<file path="src/hdl/atsa_pkg.sv">
`timescale 1ns / 1ps
// shared constants, types and tables for the tilt to servo angle block
// no dependencies; used by the interfaces and every module

package atsa_pkg;

  // sample and cordic sizing
  localparam int CORDIC_STAGES = 16;
  localparam int ACCEL_WIDTH   = 16;
  localparam int TABLE_LEN     = 24;
  localparam int RUN_STAGES    = (CORDIC_STAGES < TABLE_LEN) ? CORDIC_STAGES : TABLE_LEN;

  // vector words: 16 bits of pre-scale plus headroom for cordic gain
  localparam int SCALE_SH = 16;
  localparam int VEC_W    = ACCEL_WIDTH + SCALE_SH + 3;

  // angles in degrees with 8 fractional bits
  localparam int ANG_W    = 18;
  localparam int ANG_FRAC = 8;
  typedef logic signed [ANG_W-1:0] ang_t;

  localparam ang_t HALF_TURN = ang_t'(180 * 256);
  localparam ang_t FRAC_ROUND = ang_t'((1 << ANG_FRAC) - 1);

  // atan(2^-i) in degrees, q8
  localparam ang_t ATAN_TAB [TABLE_LEN] = '{
    ang_t'(11520), ang_t'(6801), ang_t'(3593), ang_t'(1824),
    ang_t'(916),   ang_t'(458),  ang_t'(229),  ang_t'(115),
    ang_t'(57),    ang_t'(29),   ang_t'(14),   ang_t'(7),
    ang_t'(4),     ang_t'(2),    ang_t'(1),    ang_t'(0),
    ang_t'(0),     ang_t'(0),    ang_t'(0),    ang_t'(0),
    ang_t'(0),     ang_t'(0),    ang_t'(0),    ang_t'(0)
  };

  // whole degree tilt, -180..180
  localparam int TILT_W   = 9;
  localparam int TILT_MAX = 180;
  localparam int TILT_BIAS = 90;
  localparam int SHIFTED_W = TILT_W + 1;

  // servo mapping: (t + 90) * limit, then divide by 180
  localparam int SERVO_W   = 8;
  localparam int MAP_W     = 18;
  localparam int MAG_W     = 17;
  localparam int DIV_SHIFT = 25;
  localparam int DIV_DEN   = 180;
  localparam int DIV_MUL   = ((1 << DIV_SHIFT) + DIV_DEN - 1) / DIV_DEN;
  localparam int DIV_MUL_W = 18;
  localparam int DIV_PROD_W = MAG_W + DIV_MUL_W;
  localparam int QUO_W     = 9;
  localparam int SUM_W     = 11;
  typedef logic signed [MAP_W-1:0] map_t;
  typedef logic signed [SUM_W-1:0] sum_t;

  // pipeline depth: preprocess, cordic stages, three mapping stages
  localparam int MAP_LAT  = 3;
  localparam int PIPE_LAT = 1 + RUN_STAGES + MAP_LAT;

  // configuration port
  localparam int CFG_W     = 8;
  localparam int CFG_IDX_W = 2;
  typedef enum logic [CFG_IDX_W-1:0] {
    CFG_PITCH_OFFSET,
    CFG_ROLL_OFFSET,
    CFG_SPAN_LIMIT
  } cfg_idx_t;

  localparam logic [CFG_W-1:0] PITCH_OFFSET_RST = 8'd42;
  localparam logic [CFG_W-1:0] ROLL_OFFSET_RST  = 8'd12;
  localparam logic [CFG_W-1:0] SPAN_LIMIT_RST   = 8'd130;

  // what one cordic lane hands to the mapping stage
  typedef struct packed {
    logic zero;
    ang_t ang;
  } lane_res_t;

endpackage

</file>
<file path="src/hdl/atsa_cordic_lane.sv">
`timescale 1ns / 1ps
// one pipelined cordic lane computing atan2(num, den) in q8 degrees
// depends on atsa_pkg

module atsa_cordic_lane (
  input  logic                                     clk,
  input  logic                                     en,
  input  logic signed [atsa_pkg::ACCEL_WIDTH-1:0]  num,
  input  logic signed [atsa_pkg::ACCEL_WIDTH-1:0]  den,
  output atsa_pkg::lane_res_t                      res
);

  typedef logic signed [atsa_pkg::VEC_W-1:0] vec_t;

  vec_t              x_r    [atsa_pkg::RUN_STAGES+1];
  vec_t              y_r    [atsa_pkg::RUN_STAGES+1];
  atsa_pkg::ang_t    z_r    [atsa_pkg::RUN_STAGES+1];
  logic              zero_r [atsa_pkg::RUN_STAGES+1];
  vec_t              x_nxt  [atsa_pkg::RUN_STAGES+1];
  vec_t              y_nxt  [atsa_pkg::RUN_STAGES+1];
  atsa_pkg::ang_t    z_nxt  [atsa_pkg::RUN_STAGES+1];
  logic              zero_nxt [atsa_pkg::RUN_STAGES+1];

  vec_t x_scaled;
  vec_t y_scaled;

  // scale up and fold the left half plane into the right
  assign x_scaled = vec_t'(den) <<< atsa_pkg::SCALE_SH;
  assign y_scaled = vec_t'(num) <<< atsa_pkg::SCALE_SH;

  always_comb begin
    zero_nxt[0] = (num == '0) && (den == '0);
    if (den < 0) begin
      x_nxt[0] = -x_scaled;
      y_nxt[0] = -y_scaled;
      z_nxt[0] = (num >= 0) ? atsa_pkg::HALF_TURN : -atsa_pkg::HALF_TURN;
    end else begin
      x_nxt[0] = x_scaled;
      y_nxt[0] = y_scaled;
      z_nxt[0] = '0;
    end

    // vectoring iterations, one per pipeline stage
    for (int i = 0; i < atsa_pkg::RUN_STAGES; i++) begin
      zero_nxt[i+1] = zero_r[i];
      if (!y_r[i][atsa_pkg::VEC_W-1]) begin
        x_nxt[i+1] = x_r[i] + (y_r[i] >>> i);
        y_nxt[i+1] = y_r[i] - (x_r[i] >>> i);
        z_nxt[i+1] = z_r[i] + atsa_pkg::ATAN_TAB[i];
      end else begin
        x_nxt[i+1] = x_r[i] - (y_r[i] >>> i);
        y_nxt[i+1] = y_r[i] + (x_r[i] >>> i);
        z_nxt[i+1] = z_r[i] - atsa_pkg::ATAN_TAB[i];
      end
    end
  end

  // stage registers
  always_ff @(posedge clk) begin
    if (en) begin
      x_r    <= x_nxt;
      y_r    <= y_nxt;
      z_r    <= z_nxt;
      zero_r <= zero_nxt;
    end
  end

  assign res.zero = zero_r[atsa_pkg::RUN_STAGES];
  assign res.ang  = z_r[atsa_pkg::RUN_STAGES];

endmodule

</file>
<file path="config.mk">
export PLATFORM = sky130hd
export DESIGN_NAME = atsa_cordic_lane
export DESIGN_NICKNAME = d
export VERILOG_FILES = /design/src/hdl/atsa_pkg.sv /design/src/hdl/atsa_cordic_lane.sv
export SDC_FILE = /design/constraint.sdc
export NUM_CORES = 2
export LEC_CHECK = 0
export BUFFER_PORTS_ARGS = -buffer_cell sky130_fd_sc_hd__buf_2
export CORE_ASPECT_RATIO = 1.2
export CORE_MARGIN = 8
export CORE_UTILIZATION = 60
export CTS_CLUSTER_DIAMETER = 150
export DETAILED_ROUTE_END_ITERATION = 6
export GPL_TIMING_DRIVEN = 1
export PLACE_DENSITY = 0.84
export SYNTH_ARGS = -nofsm -noshare
export SYNTH_HDL_FRONTEND = slang
export SYNTH_SLANG_ARGS = --single-unit
</file>
<file path="constraint.sdc">
create_clock -name clk -period 5.4 [get_ports clk]
set_clock_uncertainty 0.05 [all_clocks]
set_input_delay 1.08 -clock clk [delete_from_list [all_inputs] [get_ports clk]]
set_output_delay 1.08 -clock clk [all_outputs]
set_load 0.01 [all_outputs]
</file>
==> flow_metrics.env <==
export IMPL_antenna_found_initial=1
export IMPL_setup_violations=0
export IMPL_crit_path_end_kind="register"
export IMPL_slew_violations=0
export IMPL_first_global_vias=71900
export IMPL_ctsResizeCount=0
export IMPL_synth_area_leaders="edfxtp_1 (36%), ha_1 (14%), xnor2_1 (9.0%), a21oi_1 (5.1%), xor2_1 (4.6%)"
export IMPL_grt_usage=0.272
export IMPL_wl_mm=231
export IMPL_place_congestion=0.965
export IMPL_die_area_sq_um=164000
export IMPL_crit_required_ps=5920
export IMPL_postSynthCellCount=9402
export IMPL_ys_top_cells_by_count="edfxtp_1 (1,086), ha_1 (1,033), nor2_1 (951)"
export IMPL_hold_class="register to register"
export IMPL_fill_cells=11900
export IMPL_slew_headroom=0.155
export IMPL_root_buffer="clkbuf_16"
export IMPL_io_pins=53
export IMPL_drv_cap=0
export IMPL_crit_buf_inv=1
export IMPL_ys_seq_area_frac=0.360
export IMPL_met3_usage=0.0281
export IMPL_ys_seq_elements=1086
export IMPL_hold_buffers=0
export IMPL_dp_hpwl_mm=183
export IMPL_cts_tree="done"
export IMPL_timing_final_crit_share=0.964
export IMPL_cts_buffer_depth=3
export IMPL_h_tree_depth=3
export IMPL_layoutNonFillerInstCount=11600
export IMPL_yosys_area_top_type_share=0.360
export IMPL_cp_arrival_ps=5720
export IMPL_fin_crit_ps=5200
export IMPL_grt_ovfl_total=0
export IMPL_row_count=156
export IMPL_yosys_area_top_type="edfxtp_1"
export IMPL_grtUsageMet1=0.301
export IMPL_cts_sinks=1086
export IMPL_syn2layout_area_growth_pct=8.03
export IMPL_crit_type="register to register"
export IMPL_dp_cells=11400
export IMPL_grt_pass1_wl_mm=367
export IMPL_grt_max_degree=127
export IMPL_status="complete, no violations"
export IMPL_crit_path_top_delay_cell="edfxtp_1"
export IMPL_vias_per_cell=6.19
export IMPL_die_y_microns=442
export IMPL_max_stage_delay_ps=460
export IMPL_start_util=0.603
export IMPL_setup_worst_path_start_class="register"
export IMPL_crit_path_max_fanout=4
export IMPL_cts_buffers=116
export IMPL_synth_main_ff_cell="edfxtp_1"
export IMPL_syn_area_sq_um=90600
export IMPL_hold_viol=0
export IMPL_met2_usage=0.507
export IMPL_via_count=71900
export IMPL_synth_edf_count=1086
export IMPL_drive_above_1_share=0.0516
export IMPL_yosys_warnings=0
export IMPL_worstMarginPinSlew_ps=1260
export IMPL_wl_per_cell_microns=19.9
export IMPL_post_cts_setup_buffers=0
export IMPL_setup_tns_ps=0
export IMPL_fp_dieW_microns=371
export IMPL_first_pass_iters=7
export IMPL_port_buffer_count=51
export IMPL_synth_cell_types=105
export IMPL_drtIter0Drc=4927
export IMPL_synth_most_common_cell="edfxtp_1"
export IMPL_clk_latency_ps=780
export IMPL_async_flop_share=0
export IMPL_remaining_drc_errors=0
export IMPL_crit_chain="or3_1 > or3_1 > nor3b_1 > buf_4 > nor2_1 > xnor2_1 > ha_1 > a211o_1 > o311ai_1 > a32oi_1 > a31oi_2 > a31oi_1 > a31o_2 > a221oi_2 > nor2_1 > a211oi_1"
export IMPL_top_usage_layer="met2"
export IMPL_antenna_left=0
export IMPL_path_clk_slew_ps=70
export IMPL_synth_avg_cell_area_sq_um=9.63
export IMPL_cp_top_family="compound AO/OA/AOI/OAI gates"
export IMPL_timing_fmax_mhz=192
export IMPL_nets=10600
export IMPL_coreArea_sq_um=150000
[through the flow]
step / hold slack (ps) / worst slack [ps] / area, sq um / utilization
floorplan: 350 / 908 / 90600 / -
global placement: 352 / 473 / 93600 / 0.623
detailed placement: 355 / 308 / 93600 / 0.623
CTS: 371 / 320 / 97800 / 0.651
global route: 373 / -27.4 / 97800 / 0.651
finish: 370 / 196 / 97800 / 0.651
[state kept, by name (all words and copies together) (netlist names)]
name / flops
x_r: 394
res: 18
y_r: 414
z_r: 244
zero_nxt: 16
[area by class of cell]
type                    count  area [sq um]  area share
multi-input cells        7686         55500       0.568
flip-flops and latches   1086         32600       0.333
clock buffers             127          2990      0.0305
well taps                1975          2470      0.0253
inverters                 483          1810      0.0185
clock inverters            91          1230      0.0125
repair buffers            158          1190      0.0122
diodes                      1          2.50   0.0000256
[logic make-up (layout without fill, tap and decap cells)]
logic type                 count (synthesis)  after routing  share of synthesized area
xor gates and xnor gates                1398           1398                      0.135
muxes                                     51             51                    0.00612
DFF                                     1086           1086                      0.360
AOI/OAI and AO/OA                       2611           2611                      0.187
buffers and inverters                    633            859                     0.0272
and+or+nand+nor                         2555           2555                      0.134
other                                      1              5                  0.0000414
adders and majority gates               1067           1067                      0.150
[routing by layer]
layer | vias to the layer above | share of wire
met5 | - | 0
li1 | 34700 | -
met2 | 2096 | 0.52
met3 | 698 | 0.043
met4 | 0 | 0.058
met1 | 34400 | 0.38
[placed cells by master, fill, tap and decap left out, types with 53 or more instances in the layout]
master and n:
edfxtp_1 1086, ha_1 1033, nor2_1 951, xnor2_1 927, a21oi_1 926, inv_1 478
xor2_1 471, nand2_1 465, a21o_1 396, o21ai_0 366, nor3_1 240, o21a_1 153
nor2b_1 145, nand3_1 136, nand2b_1 130, o21bai_1 125, clkbuf_16 118, a31oi_1 99
buf_4 97, and3_1 78, and2_1 72, nor4_1 71, or3_1 67, a211oi_1 62
nand4_1 55, a21boi_0 53
[final timing paths]
kind                                 end  cells past startpoint  slack [ps]  startpoint
worst max-delay path            x_r[244]                     16         200    y_r[258]
worst min-delay path              res[6]                      0         370     z_r[24]
worst max register to register  x_r[244]                     16         200    y_r[258]
worst min register to register    res[6]                      0         370     z_r[24]
Power is left out: the tool's default activity adds up to more than one toggle a clock period on the data nets, which glitch-free logic cannot reach.
