<file path="src/hdl/atsa_pkg.sv">
`timescale 1ns / 1ps
// shared constants, types and tables for the tilt to servo angle block
// no dependencies; used by the interfaces and every module

package atsa_pkg;

  // sample and cordic sizing
  localparam int CORDIC_STAGES = 16;
  localparam int ACCEL_WIDTH   = 16;
  localparam int TABLE_LEN     = 24;
  localparam int RUN_STAGES    = (CORDIC_STAGES < TABLE_LEN) ? CORDIC_STAGES : TABLE_LEN;

  // vector words: 16 bits of pre-scale plus headroom for cordic gain
  localparam int SCALE_SH = 16;
  localparam int VEC_W    = ACCEL_WIDTH + SCALE_SH + 3;

  // angles in degrees with 8 fractional bits
  localparam int ANG_W    = 18;
  localparam int ANG_FRAC = 8;
  typedef logic signed [ANG_W-1:0] ang_t;

  localparam ang_t HALF_TURN = ang_t'(180 * 256);
  localparam ang_t FRAC_ROUND = ang_t'((1 << ANG_FRAC) - 1);

  // atan(2^-i) in degrees, q8
  localparam ang_t ATAN_TAB [TABLE_LEN] = '{
    ang_t'(11520), ang_t'(6801), ang_t'(3593), ang_t'(1824),
    ang_t'(916),   ang_t'(458),  ang_t'(229),  ang_t'(115),
    ang_t'(57),    ang_t'(29),   ang_t'(14),   ang_t'(7),
    ang_t'(4),     ang_t'(2),    ang_t'(1),    ang_t'(0),
    ang_t'(0),     ang_t'(0),    ang_t'(0),    ang_t'(0),
    ang_t'(0),     ang_t'(0),    ang_t'(0),    ang_t'(0)
  };

  // whole degree tilt, -180..180
  localparam int TILT_W   = 9;
  localparam int TILT_MAX = 180;
  localparam int TILT_BIAS = 90;
  localparam int SHIFTED_W = TILT_W + 1;

  // servo mapping: (t + 90) * limit, then divide by 180
  localparam int SERVO_W   = 8;
  localparam int MAP_W     = 18;
  localparam int MAG_W     = 17;
  localparam int DIV_SHIFT = 25;
  localparam int DIV_DEN   = 180;
  localparam int DIV_MUL   = ((1 << DIV_SHIFT) + DIV_DEN - 1) / DIV_DEN;
  localparam int DIV_MUL_W = 18;
  localparam int DIV_PROD_W = MAG_W + DIV_MUL_W;
  localparam int QUO_W     = 9;
  localparam int SUM_W     = 11;
  typedef logic signed [MAP_W-1:0] map_t;
  typedef logic signed [SUM_W-1:0] sum_t;

  // pipeline depth: preprocess, cordic stages, three mapping stages
  localparam int MAP_LAT  = 3;
  localparam int PIPE_LAT = 1 + RUN_STAGES + MAP_LAT;

  // configuration port
  localparam int CFG_W     = 8;
  localparam int CFG_IDX_W = 2;
  typedef enum logic [CFG_IDX_W-1:0] {
    CFG_PITCH_OFFSET,
    CFG_ROLL_OFFSET,
    CFG_SPAN_LIMIT
  } cfg_idx_t;

  localparam logic [CFG_W-1:0] PITCH_OFFSET_RST = 8'd42;
  localparam logic [CFG_W-1:0] ROLL_OFFSET_RST  = 8'd12;
  localparam logic [CFG_W-1:0] SPAN_LIMIT_RST   = 8'd130;

  // what one cordic lane hands to the mapping stage
  typedef struct packed {
    logic zero;
    ang_t ang;
  } lane_res_t;

endpackage

</file>
<file path="src/hdl/atsa_servo_map.sv">
`timescale 1ns / 1ps
// merge stage: whole-degree tilt, linear servo mapping and clamping
// depends on atsa_pkg; fed by atsa_cordic_lane

module atsa_servo_map (
  input  logic                            clk,
  input  logic                            en,
  input  atsa_pkg::lane_res_t             res,
  input  logic [atsa_pkg::CFG_W-1:0]      offset,
  input  logic [atsa_pkg::CFG_W-1:0]      limit,
  output logic [atsa_pkg::SERVO_W-1:0]    angle
);

  atsa_pkg::ang_t                         ang_biased;
  atsa_pkg::ang_t                         ang_whole;
  logic signed [atsa_pkg::TILT_W-1:0]     tilt;
  logic signed [atsa_pkg::SHIFTED_W-1:0]  tilt_shifted;
  atsa_pkg::map_t                         prod_nxt;
  atsa_pkg::map_t                         prod_r;
  atsa_pkg::map_t                         prod_mag;
  logic [atsa_pkg::DIV_PROD_W-1:0]        quot_nxt;
  logic [atsa_pkg::DIV_PROD_W-1:0]        quot_r;
  logic                                   neg_r;
  logic [atsa_pkg::QUO_W-1:0]             quot;
  atsa_pkg::sum_t                         mapped;
  atsa_pkg::sum_t                         off_ext;
  atsa_pkg::sum_t                         lim_ext;
  logic [atsa_pkg::SERVO_W-1:0]           angle_nxt;
  logic [atsa_pkg::SERVO_W-1:0]           angle_r;

  // truncate toward zero to whole degrees, clamp, scale by the span
  always_comb begin
    ang_biased = res.ang + (res.ang[atsa_pkg::ANG_W-1] ? atsa_pkg::FRAC_ROUND : '0);
    ang_whole  = ang_biased >>> atsa_pkg::ANG_FRAC;
    if (res.zero) begin
      tilt = '0;
    end else if (ang_whole > atsa_pkg::ang_t'(atsa_pkg::TILT_MAX)) begin
      tilt = atsa_pkg::TILT_W'(atsa_pkg::TILT_MAX);
    end else if (ang_whole < atsa_pkg::ang_t'(-atsa_pkg::TILT_MAX)) begin
      tilt = atsa_pkg::TILT_W'(-atsa_pkg::TILT_MAX);
    end else begin
      tilt = ang_whole[atsa_pkg::TILT_W-1:0];
    end
    tilt_shifted = atsa_pkg::SHIFTED_W'(tilt)
                   + atsa_pkg::SHIFTED_W'(atsa_pkg::TILT_BIAS);
    prod_nxt = atsa_pkg::map_t'(tilt_shifted) * atsa_pkg::map_t'({1'b0, limit});
  end

  // divide by 180 through a reciprocal multiply on the magnitude
  always_comb begin
    prod_mag = prod_r[atsa_pkg::MAP_W-1] ? -prod_r : prod_r;
    quot_nxt = atsa_pkg::DIV_PROD_W'(prod_mag[atsa_pkg::MAG_W-1:0])
               * atsa_pkg::DIV_PROD_W'(atsa_pkg::DIV_MUL);
  end

  // restore sign, add offset, clamp to offset..limit
  always_comb begin
    quot    = quot_r[atsa_pkg::DIV_SHIFT +: atsa_pkg::QUO_W];
    off_ext = atsa_pkg::sum_t'({1'b0, offset});
    lim_ext = atsa_pkg::sum_t'({1'b0, limit});
    mapped  = (neg_r ? -atsa_pkg::sum_t'({1'b0, quot}) : atsa_pkg::sum_t'({1'b0, quot}))
              + off_ext;
    if (offset > limit) begin
      angle_nxt = offset;
    end else if (mapped < off_ext) begin
      angle_nxt = offset;
    end else if (mapped > lim_ext) begin
      angle_nxt = limit;
    end else begin
      angle_nxt = mapped[atsa_pkg::SERVO_W-1:0];
    end
  end

  always_ff @(posedge clk) begin
    if (en) begin
      prod_r  <= prod_nxt;
      quot_r  <= quot_nxt;
      neg_r   <= prod_r[atsa_pkg::MAP_W-1];
      angle_r <= angle_nxt;
    end
  end

  assign angle = angle_r;

endmodule

</file>
<file path="config.mk">
export PLATFORM = sky130hd
export DESIGN_NAME = atsa_servo_map
export DESIGN_NICKNAME = d
export VERILOG_FILES = /design/src/hdl/atsa_pkg.sv /design/src/hdl/atsa_servo_map.sv
export SDC_FILE = /design/constraint.sdc
export NUM_CORES = 1
export LEC_CHECK = 0
export BUFFER_PORTS_ARGS = -buffer_cell sky130_fd_sc_hd__buf_2
export CORE_MARGIN = 2
export CORE_UTILIZATION = 35
export CTS_CLUSTER_DIAMETER = 60
export CTS_CLUSTER_SIZE = 28
export DETAILED_ROUTE_END_ITERATION = 8
export PLACE_DENSITY = 0.55
export SETUP_SLACK_MARGIN = 0.1
export SLEW_MARGIN = 0
export SYNTH_ARGS = -nofsm -noshare
export SYNTH_HDL_FRONTEND = slang
export SYNTH_SLANG_ARGS = --single-unit
</file>
<file path="constraint.sdc">
create_clock -name clk -period 25.8 [get_ports clk]
set_input_delay 2.58 -clock clk [delete_from_list [all_inputs] [get_ports clk]]
set_output_delay 2.58 -clock clk [all_outputs]
set_load 0.01 [all_outputs]
</file>
==> results.py, run 1 <==
metrics = {
    "clock_tree": {
        "cts.sinks": 36,
        "cts_tree": "done",
        "clk_latency_ns": 0.29,
        "hold_buffers": 0,
        "cts_buffers": 5,
        "h-tree-depth": 2,
        "post_cts_buffers": 0,
        "cts-resized-gates": 0,
        "clk_pin_slew_ns": 0.06,
        "clk_path_buf_depth": 2,
        "cts_root_buf": "clkbuf_16",
    },
    "grt": {
        "antenna_found_initial": 0,
        "grt_max_degree": 37,
        "gr-usage-met3_pct": 1.11,
        "grt_busiest_layer": "met2",
        "overflow": 0,
        "grt_pass1_wl_um": 42900,
        "grt_pass1_vias": 8494,
        "globalRouteMet2Util_pct": 26.8,
        "grt_util_met1_pct": 22.7,
        "track_usage_pct": 15.9,
    },
    "floorplan": {
        "die_area_um2": 33700,
        "rows": 65,
        "die_w_um": 183,
        "fp.coreArea_um2": 31600,
        "dieHeight_um": 183,
        "initial_utilization_pct": 35.6,
        "io_pins": 45,
    },
    "cells_and_area": {
        "drive_above_1_share_pct": 6.36,
        "final_core_util_pct": 38.2,
        "diodes": 0,
        "finalNetCount": 1665,
        "area_growth_pct": 7.12,
        "fill_cells": 3184,
        "layout_common_cells": "inv_1, ha_1, fa_1, nand2_1, nor2_1",
        "multiInputGateArea_um2": 9040,
        "final_area_um2": 12100,
        "regArea_um2": 1080,
        "final_common_cell": "inv_1",
    },
    "timing": {
        "final-setup-viol-count": 0,
        "hold_viol_final": 0,
        "worstMarginPinSlew_ns": 1.13,
        "skew_ns": 0.00684,
        "fin_crit_ns": 11.30,
        "fin_setup_tns_ns": 0,
        "max_freq_mhz": 88.5,
        "slew_headroom_pct": 24.6,
        "rsz0062_at_grt": "false",
        "slew_viol_final": 0,
        "finalCritPeriodShare_pct": 43.8,
    },
    "synthesis": {
        "avgSynthCellArea_um2": 9.20,
        "netlist_instances": 1226,
        "synth_area_um2": 11300,
        "synthArstFlopShare_pct": 0,
        "synth-seq-cells": 36,
        "yosysSeqAreaShare_pct": 9.59,
        "synth.top_cell.area_share_pct": 25.9,
        "yosysTopAreaCell": "fa_1",
        "yosys_warnings": 0,
        "synth-edff-count": 36,
        "ys_types": 73,
        "synth_ff_type": "edfxtp_1",
        "synth.net_count": 1635,
        "synthTopCellsByArea": "fa_1, ha_1, edfxtp_1, inv_1, xnor2_1",
    },
    "run": {
        "maxCapViolCount": 0,
    },
    "drt": {
        "drt_pass1_iterations": 4,
        "wl_per_cell_um": 15.2,
        "vias": 8237,
        "drtAntennaViolNets": 0,
        "vias_per_cell": 4.97,
        "wirelength_um": 25300,
        "drcViolationCount": 0,
        "first_iter_violations": 376,
    },
    "setup_path": {
        "critPathArrivalTime_ns": 11.34,
        "slowest_stage": "fa_1",
        "path_max_fanout": 20,
        "critPathTopFamily": "adder cells",
        "start_kind": "input pin",
        "path_class": "input pin to flip-flop",
        "required_ns": 25.84,
        "cp-end-kind": "flip-flop",
        "crit_buf_inv": 4,
        "critPathMaxStageDelay_ns": 0.54,
        "critical_path.most_common_cell": "fa_1",
    },
    "worst_hold_path": {
        "hp-class": "flip-flop to flip-flop",
    },
    "status": {
        "status": "finished clean",
    },
    "placement": {
        "portBuffers": 44,
        "gp_congestion": 0.863,
        "dp_hpwl_um": 21800,
        "postPlaceCellArea_um2": 11900,
    },
}
[worst reg2reg max path, cell delays in order (launching register included)]
cell	delay (ns)
edfxtp_1	0.61
inv_1	0.17
ha_1	0.28
inv_1	0.10
or4_1	0.59
o31ai_1	0.50
nand2_1	0.13
xor2_1	0.64
inv_1	0.22
ha_1	0.25
inv_1	0.07
ha_1	0.12
inv_1	0.05
fa_1	0.50
inv_1	0.06
fa_1	0.51
fa_1	0.52
fa_1	0.49
ha_1	0.32
a21o_1	0.16
a21o_1	0.16
a21oi_1	0.27
o21ai_0	0.25
or2_2	0.35
o211a_1	0.26
o2111ai_1	0.30
nand3b_1	0.13
xor2_1	0.16
[worst paths after layout]
path | from | cells after the start | end | slack (ns)
setup reg to reg | prod_r[0] | 27 | quot_r[32] | 17.37
setup / recovery | res[17] | 35 | prod_r[17] | 14.50
hold reg to reg | prod_r[17] | 0 | neg_r | 1.0
hold / removal | prod_r[17] | 0 | neg_r | 1.0
[per-layer routing]
layer  up-vias  wire length, um
met1      4029            12600
met4         0              331
met3        18              530
met2       104            11800
met5         -                0
li1       4086                -
[layout make-up]
type / count / area share, %
clock buffers: 5 / 1.04
clock inverters: 3 / 0.352
inverters: 281 / 8.73
multi-input cells: 887 / 74.9
flip-flops and latches: 36 / 8.95
well taps: 402 / 4.16
repair buffers: 45 / 1.89
[Yosys cell counts, drive strengths merged (12+ instances only)]
cell	count
a21o	14
a21oi	35
and2	27
clkbuf	17
edfxtp	36
fa	146
ha	226
inv	281
mux2i	18
nand2	70
nand3	16
nor2	61
nor3	20
o21a	18
o21ai	45
o31ai	12
xnor2	51
xor2	16
[metrics by stage]
step | worst slack, ns | hold slack (ns) | cells
global route | 13.69 | 1.05 | 1659
floorplan | 15.48 | 0.424 | 1226
CTS | 14.50 | 1.01 | 1659
global placement | 14.42 | 0.983 | 1651
finish | 14.50 | 0.998 | 1659
detailed placement | 14.21 | 0.999 | 1651
[registers in the layout, indices dropped and copies added, names as in the netlist]
signal  cells
neg_r       1
prod_r     18
angle       8
quot_r      9
[cells by family (layout without fill, tap and decap cells)]
family,count (synthesis),count (layout),synth area share [%]
fa+ha+maj,372,372,51.0
buf+inv,303,334,10.2
simple gates,256,256,11.6
compound gates,174,174,10.7
xor+xnor,67,67,5.27
flops,36,36,9.59
mux,18,18,1.60
Power of run 1 is not shown: default switching activity piles up to over one toggle a cycle in this logic, so the estimate is an artifact.
==> run 2: changes to the inputs <==
--- a/config.mk
+++ b/config.mk
@@ -11,7 +11,7 @@
 export CTS_CLUSTER_DIAMETER = 60
 export CTS_CLUSTER_SIZE = 28
 export DETAILED_ROUTE_END_ITERATION = 8
-export PLACE_DENSITY = 0.55
+export PLACE_DENSITY = 0.57
 export SETUP_SLACK_MARGIN = 0.1
 export SLEW_MARGIN = 0
 export SYNTH_ARGS = -nofsm -noshare
==> constraint.sdc (replaced) <==
create_clock -name clk -period 9.6 [get_ports clk]
set_input_delay 0.96 -clock clk [delete_from_list [all_inputs] [get_ports clk]]
set_output_delay 0.96 -clock clk [all_outputs]
set_load 0.01 [all_outputs]
==> results.py, run 2 (same netlist as run 1, synthesis figures left out) <==
metrics = {
    "setup_path": {
        "cp-end-kind": "flip-flop",
        "reg2reg_slack_ns": 1.54,
        "start_kind": "input pin",
        "critical_path.most_common_cell": "nor2_1",
        "rr_worst_depth": 26,
        "crit_buf_inv": 6,
        "path_class": "input pin to flip-flop",
        "critPathMaxStageDelay_ns": 0.52,
        "r2r_start": "prod_r[0]",
        "critPathArrivalTime_ns": 8.81,
        "path_max_fanout": 20,
        "required_ns": 9.64,
        "slowest_stage": "fa_1",
        "critPathTopFamily": "adder cells",
        "r2r_end": "quot_r[32]",
    },
    "cells_and_area": {
        "drive_above_1_share_pct": 7.41,
        "final_area_um2": 12200,
        "final_common_cell": "inv_1",
        "top_register": "prod_r",
        "fill_cells": 3241,
        "diodes": 0,
        "largest_register_ffs": 18,
        "area_growth_pct": 8.10,
        "layout_common_cells": "inv_1, ha_1, fa_1, nand2_1, nor2_1",
        "finalNetCount": 1676,
    },
    "grt": {
        "antenna_found_initial": 0,
        "overflow": 0,
        "grt_max_degree": 37,
        "track_usage_pct": 15.7,
        "grt_pass1_vias": 8740,
        "grt_pass1_wl_um": 42600,
    },
    "drt": {
        "drtAntennaViolNets": 0,
        "drcViolationCount": 0,
        "wl_per_cell_um": 14.8,
        "first_iter_violations": 378,
        "wirelength_um": 24800,
        "vias": 8250,
        "vias_per_cell": 4.94,
        "drt_pass1_iterations": 6,
    },
    "timing": {
        "slew_headroom_pct": 40.9,
        "rsz0062_at_grt": "false",
        "hold_viol_final": 0,
        "fin_worst_hold_slack_ns": 0.996,
        "slew_viol_final": 0,
        "final-setup-viol-count": 0,
        "worstMarginPinSlew_ns": 0.880,
        "worst_slack_ns": 0.833,
        "skew_ns": 0.00482,
        "fin_setup_tns_ns": 0,
        "max_freq_mhz": 114,
        "fin_crit_ns": 8.77,
        "finalCritPeriodShare_pct": 91.3,
    },
    "worst_hold_path": {
        "min_from": "prod_r[17]",
        "hp-class": "flip-flop to flip-flop",
        "hold_end": "neg_r",
        "holdPathStages": 0,
    },
    "floorplan": {
        "dieHeight_um": 183,
        "fp.coreArea_um2": 31600,
        "die_area_um2": 33700,
        "io_pins": 45,
        "initial_utilization_pct": 35.6,
        "die_w_um": 183,
        "rows": 65,
    },
    "clock_tree": {
        "h-tree-depth": 2,
        "clk_path_buf_depth": 2,
        "cts.sinks": 36,
        "cts_tree": "done",
        "cts_buffers": 5,
        "clk_pin_slew_ns": 0.06,
        "clk_latency_ns": 0.29,
        "post_cts_buffers": 0,
        "cts_root_buf": "clkbuf_16",
    },
    "placement": {
        "gp_congestion": 0.868,
        "place_ws_ns": 0.126,
        "dp_hpwl_um": 21600,
        "postPlaceCellArea_um2": 12000,
        "portBuffers": 44,
    },
    "run": {
        "maxCapViolCount": 0,
    },
    "status": {
        "status": "finished clean",
    },
}
[run 2: cell count changes in the layout (fill, tap and decap cells not counted), moves of 2 or more]
cell	previous run	this run
clkinv_1	0	2
buf_4	1	12
o41ai_1	4	2
o41ai_2	1	3
[run 2: stage by stage]
stage	utilization [%]	std cells
5_1_grt	38.5	1670
3_3_place_gp	37.9	1662
2_1_floorplan	-	1226
4_1_cts	38.4	1670
6_report	38.5	1670
3_5_place_dp	37.9	1662
[run 2: per-layer routing]
layer / up-vias / share of wire (%) / track usage (%)
li1: 4104 / - / -
met1: 4031 / 49 / 21.6
met2: 91 / 47 / 27.2
met3: 24 / 2.1 / 1.15
met4: 0 / 1.5 / 3.04
met5: - / 0 / 0
[run 2: what timing repair did]
| item | 4_1_cts | 5_1_grt |
|---|---|---|
| setup endpoints to repair | 0 | 2 |
| resized for setup | 0 | 7 |
| hold buffers | 0 | 0 |
[run 2: worst max path at each step]
stage / cells past startpoint / start / slack (ns) / endpoint
2_1_floorplan: 35 / res[5] / 0.90 / prod_r[17]
3_3_place_gp: 37 / res[17] / 0.31 / prod_r[17]
3_5_place_dp: 37 / res[17] / 0.13 / prod_r[17]
4_1_cts: 37 / res[17] / 0.32 / prod_r[17]
5_1_grt: 38 / res[17] / 0.11 / prod_r[17]
6_report: 38 / res[17] / 0.83 / prod_r[17]
[run 2: worst reg2reg max path: cells and delay by family, from the launching register on]
kind,cells,cell delay (ns)
fa+ha+maj,8,3.19
compound gates,6,1.74
simple gates,4,1.16
xor+xnor,2,0.61
flops,1,0.60
buf+inv,6,0.51
[run 2: final cells by class]
class	instances	area, um^2	area share (%)
Clock inverter	3	37.5	0.308
Sequential cell	36	1080	8.87
Clock buffer	5	125	1.03
Inverter	281	1050	8.65
Tap cell	402	503	4.13
Multi-Input combinational cell	887	9070	74.5
Timing Repair Buffer	56	313	2.57
Power of run 2 is left out for the same reason.
==> run 3: changes to the inputs <==
==> constraint.sdc (replaced) <==
create_clock -name clk -period 9.6 [get_ports clk]
set_input_delay 0 -clock clk [delete_from_list [all_inputs] [get_ports clk]]
set_output_delay 0 -clock clk [all_outputs]
set_load 0.01 [all_outputs]
==> results.py, run 3 (same netlist as run 1, synthesis figures left out) <==
metrics = {
    "status": {
        "status": "finished clean",
    },
    "floorplan": {
        "die_area_um2": 33700,
        "rows": 65,
        "io_pins": 45,
        "die_w_um": 183,
        "initial_utilization_pct": 35.6,
        "fp.coreArea_um2": 31600,
        "dieHeight_um": 183,
    },
    "setup_path": {
        "critPathArrivalTime_ns": 8.65,
        "rr_worst_depth": 26,
        "cp-end-kind": "flip-flop",
        "start_kind": "input pin",
        "slowest_stage": "fa_1",
        "critPathTopFamily": "adder cells",
        "crit_buf_inv": 4,
        "path_class": "input pin to flip-flop",
        "critical_path.most_common_cell": "fa_1",
        "cp.depth": 35,
        "critPathMaxStageDelay_ns": 0.54,
        "path_max_fanout": 20,
        "required_ns": 9.63,
    },
    "timing": {
        "slew_headroom_pct": 36.7,
        "worstMarginPinSlew_ns": 0.943,
        "final-setup-viol-count": 0,
        "rsz0062_at_grt": "false",
        "hold_viol_final": 0,
        "slew_viol_final": 0,
        "finalCritPeriodShare_pct": 89.8,
        "fin_crit_ns": 8.62,
        "skew_ns": 0.00387,
        "max_freq_mhz": 116,
        "fin_setup_tns_ns": 0,
    },
    "run": {
        "maxCapViolCount": 0,
    },
    "clock_tree": {
        "clk_pin_slew_ns": 0.06,
        "cts_buffers": 5,
        "h-tree-depth": 2,
        "cts.sinks": 36,
        "clk_latency_ns": 0.28,
        "cts_root_buf": "clkbuf_16",
        "cts_tree": "done",
        "clk_path_buf_depth": 2,
    },
    "drt": {
        "first_iter_violations": 427,
        "routed-wl-met3_um": 533,
        "drcViolationCount": 0,
        "dr_wl_met2_um": 11500,
        "top_layer": "met4",
        "vias": 8183,
        "wirelength_um": 24100,
        "wl_per_cell_um": 14.5,
        "vias_per_cell": 4.92,
        "drt_pass1_iterations": 5,
        "drtAntennaViolNets": 0,
        "wl_met1_um": 12000,
    },
    "grt": {
        "grt_max_degree": 37,
        "overflow": 0,
        "antenna_found_initial": 0,
        "track_usage_pct": 15.3,
        "grt_pass1_vias": 8499,
        "grt_pass1_wl_um": 41500,
    },
    "cells_and_area": {
        "diodes": 0,
        "final_common_cell": "inv_1",
        "area_growth_pct": 7.15,
        "finalNetCount": 1669,
        "drive_above_1_share_pct": 6.51,
        "layout_common_cells": "inv_1, ha_1, fa_1, nand2_1, nor2_1",
        "largest_register_ffs": 18,
        "top_register": "prod_r",
    },
    "placement": {
        "portBuffers": 44,
        "dp_hpwl_um": 21200,
        "gp_congestion": 0.860,
    },
    "worst_hold_path": {
        "holdPathStages": 3,
        "hp-class": "input pin to flip-flop",
    },
}
run 3: worst reg2reg max path, stage by stage, from the launching register on:
cell	delay, ns
edfxtp_1	0.58
inv_1	0.17
ha_1	0.22
inv_1	0.09
or4_1	0.59
o31ai_1	0.50
xnor2_1	0.46
ha_1	0.38
inv_1	0.08
fa_1	0.47
inv_1	0.06
ha_1	0.27
inv_1	0.05
fa_1	0.53
inv_1	0.06
fa_1	0.51
fa_1	0.49
ha_1	0.30
nand2_1	0.07
o21ai_0	0.12
a221oi_1	0.29
o21ai_0	0.23
or2_2	0.35
o211a_1	0.27
o2111ai_1	0.34
nand3b_1	0.14
xor2_1	0.16
run 3: through the flow:
| stage | instance area, um^2 | hold WS (ns) | util (%) | std cells | setup slack (ns) |
|---|---|---|---|---|---|
| 2_1_floorplan | 11300 | 0.112 | - | 1226 | 1.86 |
| 6_report | 12100 | 0.101 | 38.2 | 1662 | 0.980 |
| 3_5_place_dp | 11900 | 0.387 | 37.7 | 1655 | 0.545 |
| 4_1_cts | 12100 | 0.0877 | 38.2 | 1662 | 0.822 |
| 3_3_place_gp | 11900 | 0.387 | 37.7 | 1655 | 0.849 |
| 5_1_grt | 12100 | 0.109 | 38.2 | 1662 | 0.287 |
run 3: final timing paths:
kind / from / slack (ns) / end
min: offset[0] / 0.10 / angle[0]
min reg2reg: prod_r[17] / 0.97 / neg_r
max: res[17] / 0.98 / prod_r[17]
max reg2reg: prod_r[0] / 1.59 / quot_r[32]
run 3: area by class of cell:
cell class | instances | area, um^2
clock buffer | 5 | 125
clock inverter | 2 | 7.51
fill | 3202 | 19600
inverter | 281 | 1050
multi-input combinational | 887 | 9050
sequential | 36 | 1080
tap | 402 | 503
timing repair buffer | 49 | 258
run 3: metal layers:
layer  vias up  track usage [%]
met4         0             1.95
met3         9             1.13
met5         -                0
met1      3994             21.6
li1       4086                -
met2        94             26.5
run 3: timing repair:
| action | in CTS | in global routing |
|---|---|---|
| gates resized for setup | 0 | 1 |
| setup endpoints to repair | 0 | 1 |
| setup buffers | 0 | 0 |
| hold buffers | 0 | 0 |
Power of run 3 is left out for the same reason.
